**src/snv_pkg.sv**
```systemverilog
// Shared types and constants for the surface nets cell vertex block.
`default_nettype none
package snv_pkg;

  localparam int MASK_W  = 8;
  localparam int COORD_W = 7;
  localparam int IDX_W   = 17;
  localparam int EDGE_W  = 4;
  localparam int HALF_W  = 5;
  localparam int POS_W   = 17;

  localparam logic [MASK_W-1:0] ALL_EMPTY = 8'h00;
  localparam logic [MASK_W-1:0] ALL_SOLID = 8'hFF;

  localparam logic [POS_W-1:0] POS_MAX = 17'h0FFFF;
  localparam logic [POS_W-1:0] POS_MIN = 17'h10000;

  typedef struct packed {
    logic load;
    logic step;
    logic xfer;
  } snv_cmd_t;

endpackage
`default_nettype wire

```
**src/snv_div.sv**
```systemverilog
// Restoring divider that produces one quotient bit per step.
`default_nettype none
module snv_div #(
  parameter int NW = 15,
  parameter int DW = 5
) (
  input  wire logic          clk,
  input  wire logic          load,
  input  wire logic          step,
  input  wire logic [NW-1:0] num,
  input  wire logic [DW-1:0] den,
  output logic      [NW-1:0] quo
);

  logic [DW-1:0] rem_r, rem_nxt;
  logic [NW-1:0] quo_r, quo_nxt;
  logic [DW-1:0] den_r, den_nxt;
  logic [DW:0]   trial;
  logic          ge;

  always_comb begin
    trial   = {rem_r, quo_r[NW-1]};
    ge      = trial >= {1'b0, den_r};
    rem_nxt = rem_r;
    quo_nxt = quo_r;
    den_nxt = den_r;
    if (load) begin
      rem_nxt = '0;
      quo_nxt = num;
      den_nxt = den;
    end else if (step) begin
      rem_nxt = ge ? DW'(trial - {1'b0, den_r}) : DW'(trial);
      quo_nxt = {quo_r[NW-2:0], ge};
    end
  end

  always_ff @(posedge clk) begin
    rem_r <= rem_nxt;
    quo_r <= quo_nxt;
    den_r <= den_nxt;
  end

  assign quo = quo_r;

endmodule
`default_nettype wire

```
**src/snv_ctrl.sv**
```systemverilog
// Controller that sequences the load, the division steps and the output transfer.
`default_nettype none
module snv_ctrl
  import snv_pkg::*;
#(
  parameter int STEPS = 15
) (
  input  wire logic clk,
  input  wire logic rst_n,
  input  wire logic in_valid,
  output logic      in_stall,
  output logic      out_valid,
  input  wire logic out_stall,
  output snv_cmd_t  cmd
);

  localparam logic ST_IDLE = 1'b0;
  localparam logic ST_BUSY = 1'b1;
  localparam int   CNT_W   = $clog2(STEPS + 1);

  logic             state_r, state_nxt;
  logic [CNT_W-1:0] cnt_r, cnt_nxt;
  logic             out_valid_r, out_valid_nxt;

  always_comb begin
    state_nxt     = state_r;
    cnt_nxt       = cnt_r;
    cmd           = '0;
    out_valid_nxt = out_valid_r && out_stall;
    case (state_r)
      ST_IDLE: begin
        if (in_valid) begin
          cmd.load  = 1'b1;
          cnt_nxt   = CNT_W'(STEPS);
          state_nxt = ST_BUSY;
        end
      end
      ST_BUSY: begin
        if (cnt_r != '0) begin
          cmd.step = 1'b1;
          cnt_nxt  = cnt_r - 1'b1;
        end else if (!out_valid_r || !out_stall) begin
          cmd.xfer      = 1'b1;
          out_valid_nxt = 1'b1;
          state_nxt     = ST_IDLE;
        end
      end
      default: begin
        state_nxt = ST_IDLE;
      end
    endcase
  end

  always_ff @(posedge clk) begin
    if (!rst_n) begin
      state_r     <= ST_IDLE;
      cnt_r       <= '0;
      out_valid_r <= 1'b0;
    end else begin
      state_r     <= state_nxt;
      cnt_r       <= cnt_nxt;
      out_valid_r <= out_valid_nxt;
    end
  end

  assign in_stall  = state_r != ST_IDLE;
  assign out_valid = out_valid_r;

endmodule
`default_nettype wire

```
**src/snv_dp.sv**
```systemverilog
// Datapath with edge analysis, vertex counter, three dividers and output registers.
`default_nettype none
module snv_dp
  import snv_pkg::*;
#(
  parameter int FRAC_BITS = 10
) (
  input  wire logic                        clk,
  input  wire logic                        rst_n,
  input  wire snv_cmd_t                    cmd,
  input  wire logic        [MASK_W-1:0]    in_corner_bits,
  input  wire logic signed [COORD_W-1:0]   in_cell_x,
  input  wire logic signed [COORD_W-1:0]   in_cell_y,
  input  wire logic signed [COORD_W-1:0]   in_cell_z,
  input  wire logic                        in_first_cell,
  output logic                             out_has_vertex,
  output logic             [IDX_W-1:0]     out_vertex_index,
  output logic             [EDGE_W-1:0]    out_crossing_edges,
  output logic signed      [POS_W-1:0]     out_pos_x,
  output logic signed      [POS_W-1:0]     out_pos_y,
  output logic signed      [POS_W-1:0]     out_pos_z
);

  localparam int NW = HALF_W + FRAC_BITS;
  localparam int DW = HALF_W;
  localparam int OW = FRAC_BITS + 1;
  localparam int PW = FRAC_BITS + 14;

  logic [EDGE_W-1:0] n_c;
  logic [HALF_W-1:0] hx_c, hy_c, hz_c;
  logic              has_c;
  logic [IDX_W-1:0]  idx_c;

  logic [IDX_W-1:0]  cnt_r, cnt_nxt;
  logic              has_r;
  logic [IDX_W-1:0]  idx_r;
  logic [EDGE_W-1:0] n_r;
  logic [COORD_W-1:0] cx_r, cy_r, cz_r;

  logic [NW-1:0] qx, qy, qz;
  logic [DW-1:0] den_c;

  always_comb begin
    logic [2:0] kv;
    logic [2:0] jv;
    n_c  = '0;
    hx_c = '0;
    hy_c = '0;
    hz_c = '0;
    for (int k = 0; k < 8; k++) begin
      for (int a = 0; a < 3; a++) begin
        kv = 3'(k);
        jv = kv | (3'd1 << a);
        if (!kv[a] && (in_corner_bits[kv] != in_corner_bits[jv])) begin
          n_c  = n_c + 1'b1;
          hx_c = hx_c + HALF_W'(kv[0]) + HALF_W'(jv[0]);
          hy_c = hy_c + HALF_W'(kv[1]) + HALF_W'(jv[1]);
          hz_c = hz_c + HALF_W'(kv[2]) + HALF_W'(jv[2]);
        end
      end
    end
  end

  assign has_c = (in_corner_bits != ALL_EMPTY) && (in_corner_bits != ALL_SOLID);
  assign idx_c = in_first_cell ? '0 : cnt_r;
  assign den_c = {n_c, 1'b0};

  always_comb begin
    cnt_nxt = cnt_r;
    if (cmd.load) begin
      cnt_nxt = has_c ? idx_c + 1'b1 : idx_c;
    end
  end

  always_ff @(posedge clk) begin
    if (!rst_n) begin
      cnt_r <= '0;
    end else begin
      cnt_r <= cnt_nxt;
    end
  end

  always_ff @(posedge clk) begin
    if (cmd.load) begin
      has_r <= has_c;
      idx_r <= idx_c;
      n_r   <= n_c;
      cx_r  <= in_cell_x;
      cy_r  <= in_cell_y;
      cz_r  <= in_cell_z;
    end
  end

  snv_div #(.NW(NW), .DW(DW)) u_div_x (
    .clk(clk), .load(cmd.load), .step(cmd.step),
    .num({hx_c, FRAC_BITS'(n_c)}), .den(den_c), .quo(qx)
  );

  snv_div #(.NW(NW), .DW(DW)) u_div_y (
    .clk(clk), .load(cmd.load), .step(cmd.step),
    .num({hy_c, FRAC_BITS'(n_c)}), .den(den_c), .quo(qy)
  );

  snv_div #(.NW(NW), .DW(DW)) u_div_z (
    .clk(clk), .load(cmd.load), .step(cmd.step),
    .num({hz_c, FRAC_BITS'(n_c)}), .den(den_c), .quo(qz)
  );

  function automatic logic [POS_W-1:0] place(input logic [COORD_W-1:0] c,
                                             input logic [OW-1:0] off);
    logic [PW-1:0] p;
    logic          fits;
    p    = ({{(PW-COORD_W){c[COORD_W-1]}}, c} << FRAC_BITS) + PW'(off);
    fits = (&p[PW-1:POS_W-1]) || !(|p[PW-1:POS_W-1]);
    if (fits) begin
      place = p[POS_W-1:0];
    end else begin
      place = p[PW-1] ? POS_MIN : POS_MAX;
    end
  endfunction

  always_ff @(posedge clk) begin
    if (cmd.xfer) begin
      out_has_vertex     <= has_r;
      out_vertex_index   <= has_r ? idx_r : '0;
      out_crossing_edges <= has_r ? n_r : '0;
      out_pos_x          <= has_r ? place(cx_r, qx[OW-1:0]) : '0;
      out_pos_y          <= has_r ? place(cy_r, qy[OW-1:0]) : '0;
      out_pos_z          <= has_r ? place(cz_r, qz[OW-1:0]) : '0;
    end
  end

endmodule
`default_nettype wire

```
**src/surface_nets_cell_vertex.sv**
```systemverilog
// Top level of the surface nets cell vertex block.
// Each beat carries one grid cell; the block returns one result beat per cell
// holding the vertex flag, the vertex index, the crossing edge count and the
// vertex position in units of 2^-FRAC_BITS, saturated to 17 bits signed. A cell
// passes through a load, FRAC_BITS + 5 steps of the bit-serial dividers that
// form the mean edge offset, and a transfer into the output register, which
// waits while a held result is stalled. The next cell is accepted once the
// previous result has been transferred, even while that result still waits in
// the output register.
`default_nettype none
module surface_nets_cell_vertex
  import snv_pkg::*;
#(
  parameter int FRAC_BITS = 10
) (
  input  wire logic                      clk,
  input  wire logic                      rst_n,
  input  wire logic                      in_valid,
  output logic                           in_stall,
  input  wire logic        [MASK_W-1:0]  in_corner_bits,
  input  wire logic signed [COORD_W-1:0] in_cell_x,
  input  wire logic signed [COORD_W-1:0] in_cell_y,
  input  wire logic signed [COORD_W-1:0] in_cell_z,
  input  wire logic                      in_first_cell,
  output logic                           out_valid,
  input  wire logic                      out_stall,
  output logic                           out_has_vertex,
  output logic             [IDX_W-1:0]   out_vertex_index,
  output logic             [EDGE_W-1:0]  out_crossing_edges,
  output logic signed      [POS_W-1:0]   out_pos_x,
  output logic signed      [POS_W-1:0]   out_pos_y,
  output logic signed      [POS_W-1:0]   out_pos_z
);

  snv_cmd_t cmd;

  snv_ctrl #(.STEPS(HALF_W + FRAC_BITS)) u_ctrl (
    .clk      (clk),
    .rst_n    (rst_n),
    .in_valid (in_valid),
    .in_stall (in_stall),
    .out_valid(out_valid),
    .out_stall(out_stall),
    .cmd      (cmd)
  );

  snv_dp #(.FRAC_BITS(FRAC_BITS)) u_dp (
    .clk               (clk),
    .rst_n             (rst_n),
    .cmd               (cmd),
    .in_corner_bits    (in_corner_bits),
    .in_cell_x         (in_cell_x),
    .in_cell_y         (in_cell_y),
    .in_cell_z         (in_cell_z),
    .in_first_cell     (in_first_cell),
    .out_has_vertex    (out_has_vertex),
    .out_vertex_index  (out_vertex_index),
    .out_crossing_edges(out_crossing_edges),
    .out_pos_x         (out_pos_x),
    .out_pos_y         (out_pos_y),
    .out_pos_z         (out_pos_z)
  );

`ifndef SYNTHESIS
  a_busy_after_accept: assert property (@(posedge clk) disable iff (!rst_n)
    (in_valid && !in_stall) |=> in_stall)
    else $error("input side not busy after an accepted beat");

  a_empty_cell_zero: assert property (@(posedge clk) disable iff (!rst_n)
    (out_valid && !out_has_vertex) |->
      (out_vertex_index == '0 && out_crossing_edges == '0 &&
       out_pos_x == '0 && out_pos_y == '0 && out_pos_z == '0))
    else $error("cell without vertex has nonzero result fields");

  a_edge_count: assert property (@(posedge clk) disable iff (!rst_n)
    (out_valid && out_has_vertex) |->
      (out_crossing_edges >= 4'd3 && out_crossing_edges <= 4'd12))
    else $error("crossing edge count out of range for a surface cell");
`endif

endmodule
`default_nettype wire

```
**config.mk**
```make
export PLATFORM = sky130hd
export DESIGN_NAME = surface_nets_cell_vertex
export DESIGN_NICKNAME = d
export VERILOG_FILES = /design/src/snv_pkg.sv /design/src/snv_div.sv /design/src/snv_ctrl.sv /design/src/snv_dp.sv /design/src/surface_nets_cell_vertex.sv
export SDC_FILE = /design/constraint.sdc
export NUM_CORES = 1
export LEC_CHECK = 0
export ABC_AREA = 1
export BUFFER_PORTS_ARGS = -buffer_cell sky130_fd_sc_hd__buf_2
export CORE_MARGIN = 2
export CORE_UTILIZATION = 50
export DETAILED_ROUTE_END_ITERATION = 12
export GPL_TIMING_DRIVEN = 0
export PLACE_DENSITY = 0.79
export SYNTH_ARGS = -nofsm -noshare
export SYNTH_HDL_FRONTEND = slang
export SYNTH_SLANG_ARGS = --single-unit
```
**constraint.sdc**
```tcl
create_clock -name clk -period 8.4 [get_ports clk]
set_input_delay 1.26 -clock clk [delete_from_list [all_inputs] [get_ports clk]]
set_output_delay 1.26 -clock clk [all_outputs]
set_load 0.005 [all_outputs]
```
==> results of run 1 <==
-- layer usage --
layer	wire [um]	vias to the layer above	global-route usage
met4	378	0	0.0630
met5	0	-	0
li1	-	4532	-
met3	1400	33	0.0383
met1	10000	4031	0.261
met2	11600	269	0.367
-- final cells by class --
| class | instances | share of cell area |
|---|---|---|
| Sequential cell | 199 | 0.437 |
| Multi-Input combinational cell | 865 | 0.372 |
| Inverter | 191 | 0.0579 |
| Timing Repair Buffer | 109 | 0.0471 |
| Clock buffer | 17 | 0.0343 |
| Tap cell | 275 | 0.0278 |
| Buffer | 39 | 0.0126 |
| Clock inverter | 15 | 0.0115 |
-- worst max-delay path by stage --
stage	start	end	slack [ns]
6_report	in_corner_bits[0]	u_dp.u_div_y.quo[1]$_DFFE_PP_	1.52
5_1_grt	in_corner_bits[0]	u_dp.u_div_y.quo[1]$_DFFE_PP_	0.99
4_1_cts	in_corner_bits[0]	u_dp.u_div_z.quo[1]$_DFFE_PP_	1.54
3_5_place_dp	in_corner_bits[0]	u_dp.u_div_z.quo[1]$_DFFE_PP_	1.10
3_3_place_gp	in_corner_bits[0]	u_dp.u_div_z.quo[1]$_DFFE_PP_	1.16
2_1_floorplan	in_corner_bits[0]	u_dp.u_div_x.quo[1]$_DFFE_PP_	1.81
-- power groups by stage --
stage | sequential (mW) | clock [mW] | combinational (mW)
2_1_floorplan | 1.27 | 0 | 0.704
3_3_place_gp | 1.28 | 0 | 0.871
3_5_place_dp | 1.28 | 0 | 0.912
4_1_cts | 1.26 | 0.779 | 0.923
5_1_grt | 1.27 | 0.819 | 1.07
6_report | 1.26 | 0.777 | 0.926
-- stage by stage --
step,util,area (um2),power [mW]
4_1_cts,0.584,12400,2.96
2_1_floorplan,-,10900,1.97
5_1_grt,0.584,12400,3.16
6_report,0.584,12400,2.97
3_3_place_gp,0.554,11800,2.15
3_5_place_dp,0.557,11800,2.19
-- kinds of logic after synthesis --
family,count (synthesis)
buf+inv,230
simple gates,595
flops,199
fa+ha+maj,59
compound gates,186
xor+xnor,25
-- tightest hold or removal path: stages (launching register included) --
cell and delay (ns):
dfxtp_1 0.33, nand2_1 0.06, o31ai_1 0.06
-- synthesized netlist by cell type, drive strengths merged (7+ instances only) --
cell,count,area [um2]
a21oi,79,395
buf,7,35.0
clkbuf,32,120
dfxtp,56,1120
edfxtp,143,4290
ha,56,701
inv,188,706
nand2,379,1500
nand3,86,490
nand4,11,68.8
nor2,76,285
nor3,20,100
o21ai,69,345
o22ai,18,113
or2,13,81.3
xnor2,7,68.8
xor2,18,158
-- registers in the layout (all words and copies together), names as in the netlist --
register,cells
u_dp.cnt_r,17
u_dp.idx_r,17
u_dp.out_pos_x,17
u_dp.out_pos_y,17
u_dp.out_pos_z,17
u_dp.out_vertex_index,17
u_dp.u_div_x.quo,15
u_dp.u_div_y.quo,15
u_dp.u_div_z.quo,15
u_dp.cx_r,7
u_dp.cy_r,7
u_dp.cz_r,7
u_dp.u_div_x.rem_r,5
u_dp.u_div_y.rem_r,5
u_dp.u_div_z.rem_r,5
u_ctrl.cnt_r,4
u_dp.n_r,4
u_dp.out_crossing_edges,4
u_ctrl.in_stall,1
u_ctrl.out_valid,1
u_dp.has_r,1
u_dp.out_has_vertex,1
-- layout by cell type (no fill, tap or decap), types with 5 or more instances in the layout --
cell       instances
o21ai_0           61
nand3_2           12
inv_1            177
xor2_1            18
dfxtp_1           56
ha_1              56
nand2_2           16
inv_2             11
a21oi_1           79
nor2_1            75
xnor2_1            6
nand4_1           11
or2_2             12
nand2_1          358
buf_2            114
nand3_1           74
clkbuf_1          31
edfxtp_1         143
clkinv_4           5
o21ai_1            8
nand2_4            5
nor3_1            20
clkbuf_16         17
o22ai_1           18
==> out/results.ini, run 1 <==
[global_routing]
antenna_found_initial=0
grt_overflow=0
grtUsageTotal=0.208
grt_max_degree=53
grt_pass1_vias=8261
grt_pass1_wl_um=38100

[layout]
area_growth_syn_to_layout_pct=13.8
multi_input_area_mm2=0.00461
nFillCells=1847
diodes=0
drive_gt1_frac=0.144
fin_nets=1515
stdcell_count=1710
regArea_mm2=0.00542

[worst_setup_path]
cp.depth=39
cp_num_buf_inv=5
r2r_end=u_dp.u_div_x.quo[10]$_DFFE_PP_
r2r-start=u_ctrl.cnt_r[0]$_SDFFE_PN0P_
slowest_delay_ns=0.40
cp_top_family=simple AND/OR/NAND/NOR gates
worstPathRequired_ns=8.58
worstSetupStartpointType=input port
slowest_stage=ha_1
reg2reg_slack_ns=5.35
criticalPathCategory=in -> reg
critPathCaptureType=flop
worstPathArrival_ns=7.07
path_max_fanout=5
ff2ff_path_depth=11
crit_path_frequent_cell=nand2_1

[detailed_routing]
dr.first_iter.drc_count=578
routed_wl_um=23400
drc=0
wl_per_cell_um=13.7
drt.antenna.violating_nets=0
vias=8865
firstDrtPassIters=5
via_per_inst=5.18

[outcome]
status=finished, final reports clean

[power]
p_sw_mw=1.04
intPower_mw=1.92
p_per_area_mw_per_mm2=239
sw_frac_of_total=0.351
ir_drop_mv=0.162
p_seq_frac=0.426
combPwrFrac=0.312
clockPowerShare=0.262
leakage_nw=5.64

[synth]
yosysWarnings=0
syn_inst=1294
syn_avg_cell_area_um2=8.41
seq_area_frac_synth=0.497
ys_types=41
synth_edf_count=143
synth_fa_ha_area_frac=0.0699
synth_top_family_by_area=simple AND/OR/NAND/NOR gates
synthArstFlopShare=0
synthSimpleGateAreaFrac=0.238
netlist_area_mm2=0.0109
synth.mux.area_fraction=0
synthesis.nets=1387
synth_seq_cells=199
synthFlopType=edfxtp_1
synthXorXnorAreaFrac=0.0208
synth_compound_area_frac=0.0933

[floorplan]
floorplan.rows=53
die_h_um=152
dieArea_mm2=0.0230
io_pins=109
die_width_um=152
initial_core_util=0.513
core_area_mm2=0.0212

[clock_tree]
cts_max_level=4
cts_resized=0
root_buffer=clkbuf_16
postCtsSetupRepairBufs=0
cts.hold.buffers_added=0
clk_pin_slew_ns=0.07
cts.sinks=199
cts_buffer_depth=2
cts_tree=built
insertion_delay_ns=0.44
cts_buffers=17

[sta]
max_freq_mhz=145
slew_headroom=0.151
min_period_ns=6.88
rsz0062_at_grt=false
drv_slew=0
setup_ws_ns=1.52
setup_viol=0
tightest_slew_ns=1.27
holdWs_ns=0.477
fin_skew_ns=0.00988
post-route-period-util=0.819
hold_viol=0
fin_setup_tns_ns=0

[placed_design]
portBuffers=107
pre_cts_ws_ns=1.10
dp.cells=1678
dp_hpwl_um=17400
place.gp.congestion=0.870

[worst_hold_path]
min_from=u_dp.u_div_y.rem_r[4]$_SDFFE_PP0P_
min_to=u_dp.u_div_y.rem_r[4]$_SDFFE_PP0P_
hold_path.class=reg -> reg
min_path_cells=2

[job]
drv_cap=0

(Power assumes the default switching activity.)
==> inputs of run 2 (changes only) <==
Clock period 8.4 ns to 7.21 ns, I/O delays scaled along.
==> run 2 against run 1 <==
- clock skew hardly changed
- first-iteration DRC count is 0.87% lower
- critical path depth stayed put
- cell area hardly changed
- core utilization hardly changed
- combinational power is 17% higher
- register-to-register slack worse by 1.2 ns
- largest cell class unchanged
- highest routed layer unchanged
==> out/results.ini, run 2 (synthesis results as in run 1) <==
[floorplan]
die_width_um=152
core_area_mm2=0.0212
die_h_um=152
floorplan.rows=53
dieArea_mm2=0.0230
initial_core_util=0.513
io_pins=109

[worst_setup_path]
worstPathRequired_ns=7.40
slowest_stage=ha_1
critPathCaptureType=flop
worstPathArrival_ns=6.81
criticalPathCategory=in -> reg
slowest_delay_ns=0.35
crit_path_frequent_cell=nand2_1
ff2ff_path_depth=11
worstSetupStartpointType=input port
path_max_fanout=5

[sta]
fin_skew_ns=0.0100
rsz0062_at_grt=false
fin_setup_tns_ns=0
setup_viol=0
drv_slew=0
post-route-period-util=0.919
max_freq_mhz=151
tightest_slew_ns=1.27
min_period_ns=6.63
slew_headroom=0.152
hold_viol=0

[clock_tree]
clk_pin_slew_ns=0.07
root_buffer=clkbuf_16
insertion_delay_ns=0.44
cts_max_level=4
cts.hold.buffers_added=0
cts_buffer_depth=2
cts.sinks=199
cts_tree=built
cts_buffers=17

[power]
leakage_nw=5.64
ir_drop_mv=0.188
p_total_mw=3.46
p_per_area_mw_per_mm2=279

[placed_design]
place.gp.congestion=0.870
dp_hpwl_um=17400
portBuffers=107

[outcome]
status=finished, final reports clean

[detailed_routing]
firstDrtPassIters=5
routed_wl_um=23400
wl_per_cell_um=13.7
drc=0
via_per_inst=5.19
dr.first_iter.drc_count=573
vias=8869
drt.antenna.violating_nets=0

[global_routing]
grtUsageTotal=0.208
grt_pass1_vias=8261
grt_max_degree=53
antenna_found_initial=0
grt_overflow=0
grt_pass1_wl_um=38100

[job]
drv_cap=0

[layout]
layout_common_cells=nand2_1, inv_1, edfxtp_1, buf_2, a21oi_1
area_growth_syn_to_layout_pct=13.8
diodes=0
fin_nets=1515
final_common_cell=nand2_1
drive_gt1_frac=0.145

[worst_hold_path]
min_path_cells=2
hold_path.class=reg -> reg

run 2: worst paths after layout:
kind,start,to,slack (ns)
setup reg to reg,u_ctrl.cnt_r[0]$_SDFFE_PN0P_,u_dp.u_div_x.quo[10]$_DFFE_PP_,4.15
hold reg to reg,u_dp.u_div_y.rem_r[4]$_SDFFE_PP0P_,u_dp.u_div_y.rem_r[4]$_SDFFE_PP0P_,0.48
hold / removal,u_dp.u_div_y.rem_r[4]$_SDFFE_PP0P_,u_dp.u_div_y.rem_r[4]$_SDFFE_PP0P_,0.48
setup / recovery,in_corner_bits[0],u_dp.u_div_y.quo[1]$_DFFE_PP_,0.58
run 2: repair_timing:
action / in CTS / in global routing
gates resized for setup: 0 / 1
setup endpoints to repair: 0 / 3
buffers inserted: 0 / 0
endpoints found under the hold margin: 0 / 0
run 2: power breakdown:
part           total [mW]  switching (mW)  leakage [nW]  internal [mW]
Sequential           1.47          0.0725          1.82           1.40
Clock               0.905           0.448         0.278          0.456
Combinational        1.08           0.694          3.55          0.386
run 2: through the flow:
step / instance area [um2] / utilization / hold slack (ns) / worst slack, ns / cells
after floorplan: 10900 / - / 0.429 / 0.797 / 1294
after global placement: 11800 / 0.554 / 0.448 / 0.144 / 1676
after detailed placement: 11800 / 0.557 / 0.450 / 0.0876 / 1678
after CTS: 12400 / 0.584 / 0.471 / 0.526 / 1710
after global routing: 12400 / 0.584 / 0.486 / 0.0721 / 1710
final: 12400 / 0.584 / 0.477 / 0.582 / 1710
run 2: final cells by class:
class,instances,area [um2]
fillers,1847,8830
flip-flops and latches,199,5420
multi-input cells,865,4610
inverters,191,717
repair buffers,109,583
clock buffers,17,425
well taps,275,344
plain buffers,39,156
clock inverters,15,143
run 2: worst max-delay path: cells and delay by family:
kind,cells,cell delay (ns)
fa+ha+maj,7,2.11
compound gates,1,0.11
simple gates,26,3.14
buf+inv,5,0.38
run 2: routing by layer:
metal / global-route usage / wire (um) / up-vias
met5: 0 / 0 / -
met4: 0.0630 / 363 / 0
met3: 0.0383 / 1420 / 31
met2: 0.367 / 11600 / 269
met1: 0.261 / 10000 / 4037
li1: - / - / 4532
==> inputs of run 3 (changes only) <==
Settings changed: BUFFER_PORTS_ARGS -buffer_cell sky130_fd_sc_hd__buf_2 to unset, DONT_BUFFER_PORTS set to 1, PLACE_DENSITY 0.79 to 0.75.
==> run 3 against run 2 <==
- sequential share of layout area rose by 1.9 points
- first-iteration DRC count is 6.5% lower
- clock-buffer cell count up 1
- sequential power about the same
- final cell count decreased by 6.3%
- register-to-register slack better by 0.08 ns
- total power increased by 0.48%
==> out/results.ini, run 3 (synthesis results as in run 1) <==
[worst_setup_path]
reg2reg_slack_ns=4.23
worstPathArrival_ns=6.79
r2r_end=u_dp.u_div_z.quo[14]$_DFFE_PP_
slowest_stage=ha_1
worstPathRequired_ns=7.40
worstSetupStartpointType=input port
cp_top_family=simple AND/OR/NAND/NOR gates
path_max_fanout=5
crit_path_frequent_cell=nand2_1
crit_start=in_corner_bits[0]
ff2ff_path_depth=11
criticalPathCategory=in -> reg
slowest_delay_ns=0.39
cp_num_buf_inv=4
r2r-start=u_ctrl.cnt_r[0]$_SDFFE_PN0P_
critPathCaptureType=flop

[clock_tree]
cts.sinks=199
cts_resized=0
insertion_delay_ns=0.44
postCtsSetupRepairBufs=0
cts_max_level=4
cts_buffer_depth=2
root_buffer=clkbuf_16
cts.hold.buffers_added=0
cts_buffers=17
clk_pin_slew_ns=0.07
cts_tree=built

[global_routing]
grt_pass1_wl_um=37300
grt_overflow=0
antenna_found_initial=0
grt_pass1_vias=7933
grt_max_degree=53
grtUsageTotal=0.206

[worst_hold_path]
min_path_cells=2
min_from=u_dp.u_div_x.rem_r[4]$_SDFFE_PP0P_
min_to=u_dp.u_div_x.rem_r[4]$_SDFFE_PP0P_
hold_path.class=reg -> reg

[sta]
fin_setup_tns_ns=0
setup_ws_ns=0.609
fin_skew_ns=0.0106
drv_slew=0
setup_viol=0
min_period_ns=6.60
post-route-period-util=0.915
slew_headroom=0.179
hold_viol=0
rsz0062_at_grt=false
max_freq_mhz=152
tightest_slew_ns=1.23

[placed_design]
pre_cts_ws_ns=0.184
portBuffers=0
post_dp_cell_area_mm2=0.0113
place.gp.congestion=0.860
dp_hpwl_um=17200

[detailed_routing]
dr.first_iter.drc_count=536
routed_wl_um=22800
drt.antenna.violating_nets=0
drc=0
via_per_inst=5.29
vias=8478
firstDrtPassIters=5
wl_per_cell_um=14.2

[layout]
drive_gt1_frac=0.0753
multi_input_area_mm2=0.00461
layout_common_cells=nand2_1, inv_1, edfxtp_1, a21oi_1, nor2_1
final_common_cell=nand2_1
diodes=0
fin_util=0.560
regArea_mm2=0.00542
design_area_mm2=0.0119
nFillCells=1870
area_growth_syn_to_layout_pct=9.09
fin_nets=1408

[floorplan]
initial_core_util=0.513
core_area_mm2=0.0212
die_width_um=152
die_h_um=152
dieArea_mm2=0.0230
floorplan.rows=53
io_pins=109

[power]
p_total_mw=3.47
ir_drop_mv=0.150
p_per_area_mw_per_mm2=292
leakage_nw=5.23

[outcome]
status=finished, final reports clean

[job]
drv_cap=0

-- run 3: cell count changes in the layout (fill, tap and decap cells not counted), sizes merged --
cell      delta
clkinv       -4
inv          +3
buf        -107
clkinvlp     -1
clkbuf       +1
bufinv       +1
-- run 3: worst max path at each step --
stage	to	slack, ns	cells past startpoint
3_5_place_dp	u_dp.u_div_z.quo[1]$_DFFE_PP_	0.18	38
4_1_cts	u_dp.u_div_z.quo[1]$_DFFE_PP_	0.63	38
6_report	u_dp.u_div_z.quo[1]$_DFFE_PP_	0.61	38
3_3_place_gp	u_dp.u_div_z.quo[1]$_DFFE_PP_	0.31	38
5_1_grt	u_dp.u_div_z.quo[1]$_DFFE_PP_	0.18	38
2_1_floorplan	u_dp.u_div_x.quo[1]$_DFFE_PP_	0.80	38
-- run 3: routing by layer --
metal,share of wire,vias up,GRT usage
li1,-,4308,-
met2,0.50,223,0.365
met5,0,-,0
met3,0.039,29,0.0356
met4,0.017,0,0.0611
met1,0.44,3918,0.258
-- run 3: layout make-up --
cell class / instances / area share
Multi-Input combinational cell: 865 / 0.388
Sequential cell: 199 / 0.456
Timing Repair Buffer: 2 / 0.00337
Clock inverter: 14 / 0.0133
Inverter: 191 / 0.0604
Buffer: 39 / 0.0132
Clock buffer: 18 / 0.0370
Tap cell: 275 / 0.0290
-- run 3: metrics by stage --
step                      std cells  hold slack [ns]
after floorplan                1294            0.429
after global placement         1569            0.448
after detailed placement       1571            0.466
after CTS                      1603            0.483
after global routing           1603            0.497
final                          1603            0.476
-- run 3: report_power, final --
| group | internal, mW | switching, mW | total, mW | leakage [nW] |
|---|---|---|---|---|
| Combinational | 0.366 | 0.677 | 1.04 | 3.12 |
| Sequential | 1.40 | 0.0795 | 1.48 | 1.82 |
| Clock | 0.503 | 0.446 | 0.949 | 0.296 |
| Total | 2.27 | 1.20 | 3.47 | 5.23 |
-- run 3: worst register-to-register path, delay by kind of cell (launching register included) --
kind,cells,cell delay [ns]
flops,1,0.31
simple gates,4,0.65
buf+inv,6,1.46
fa+ha+maj,1,0.20
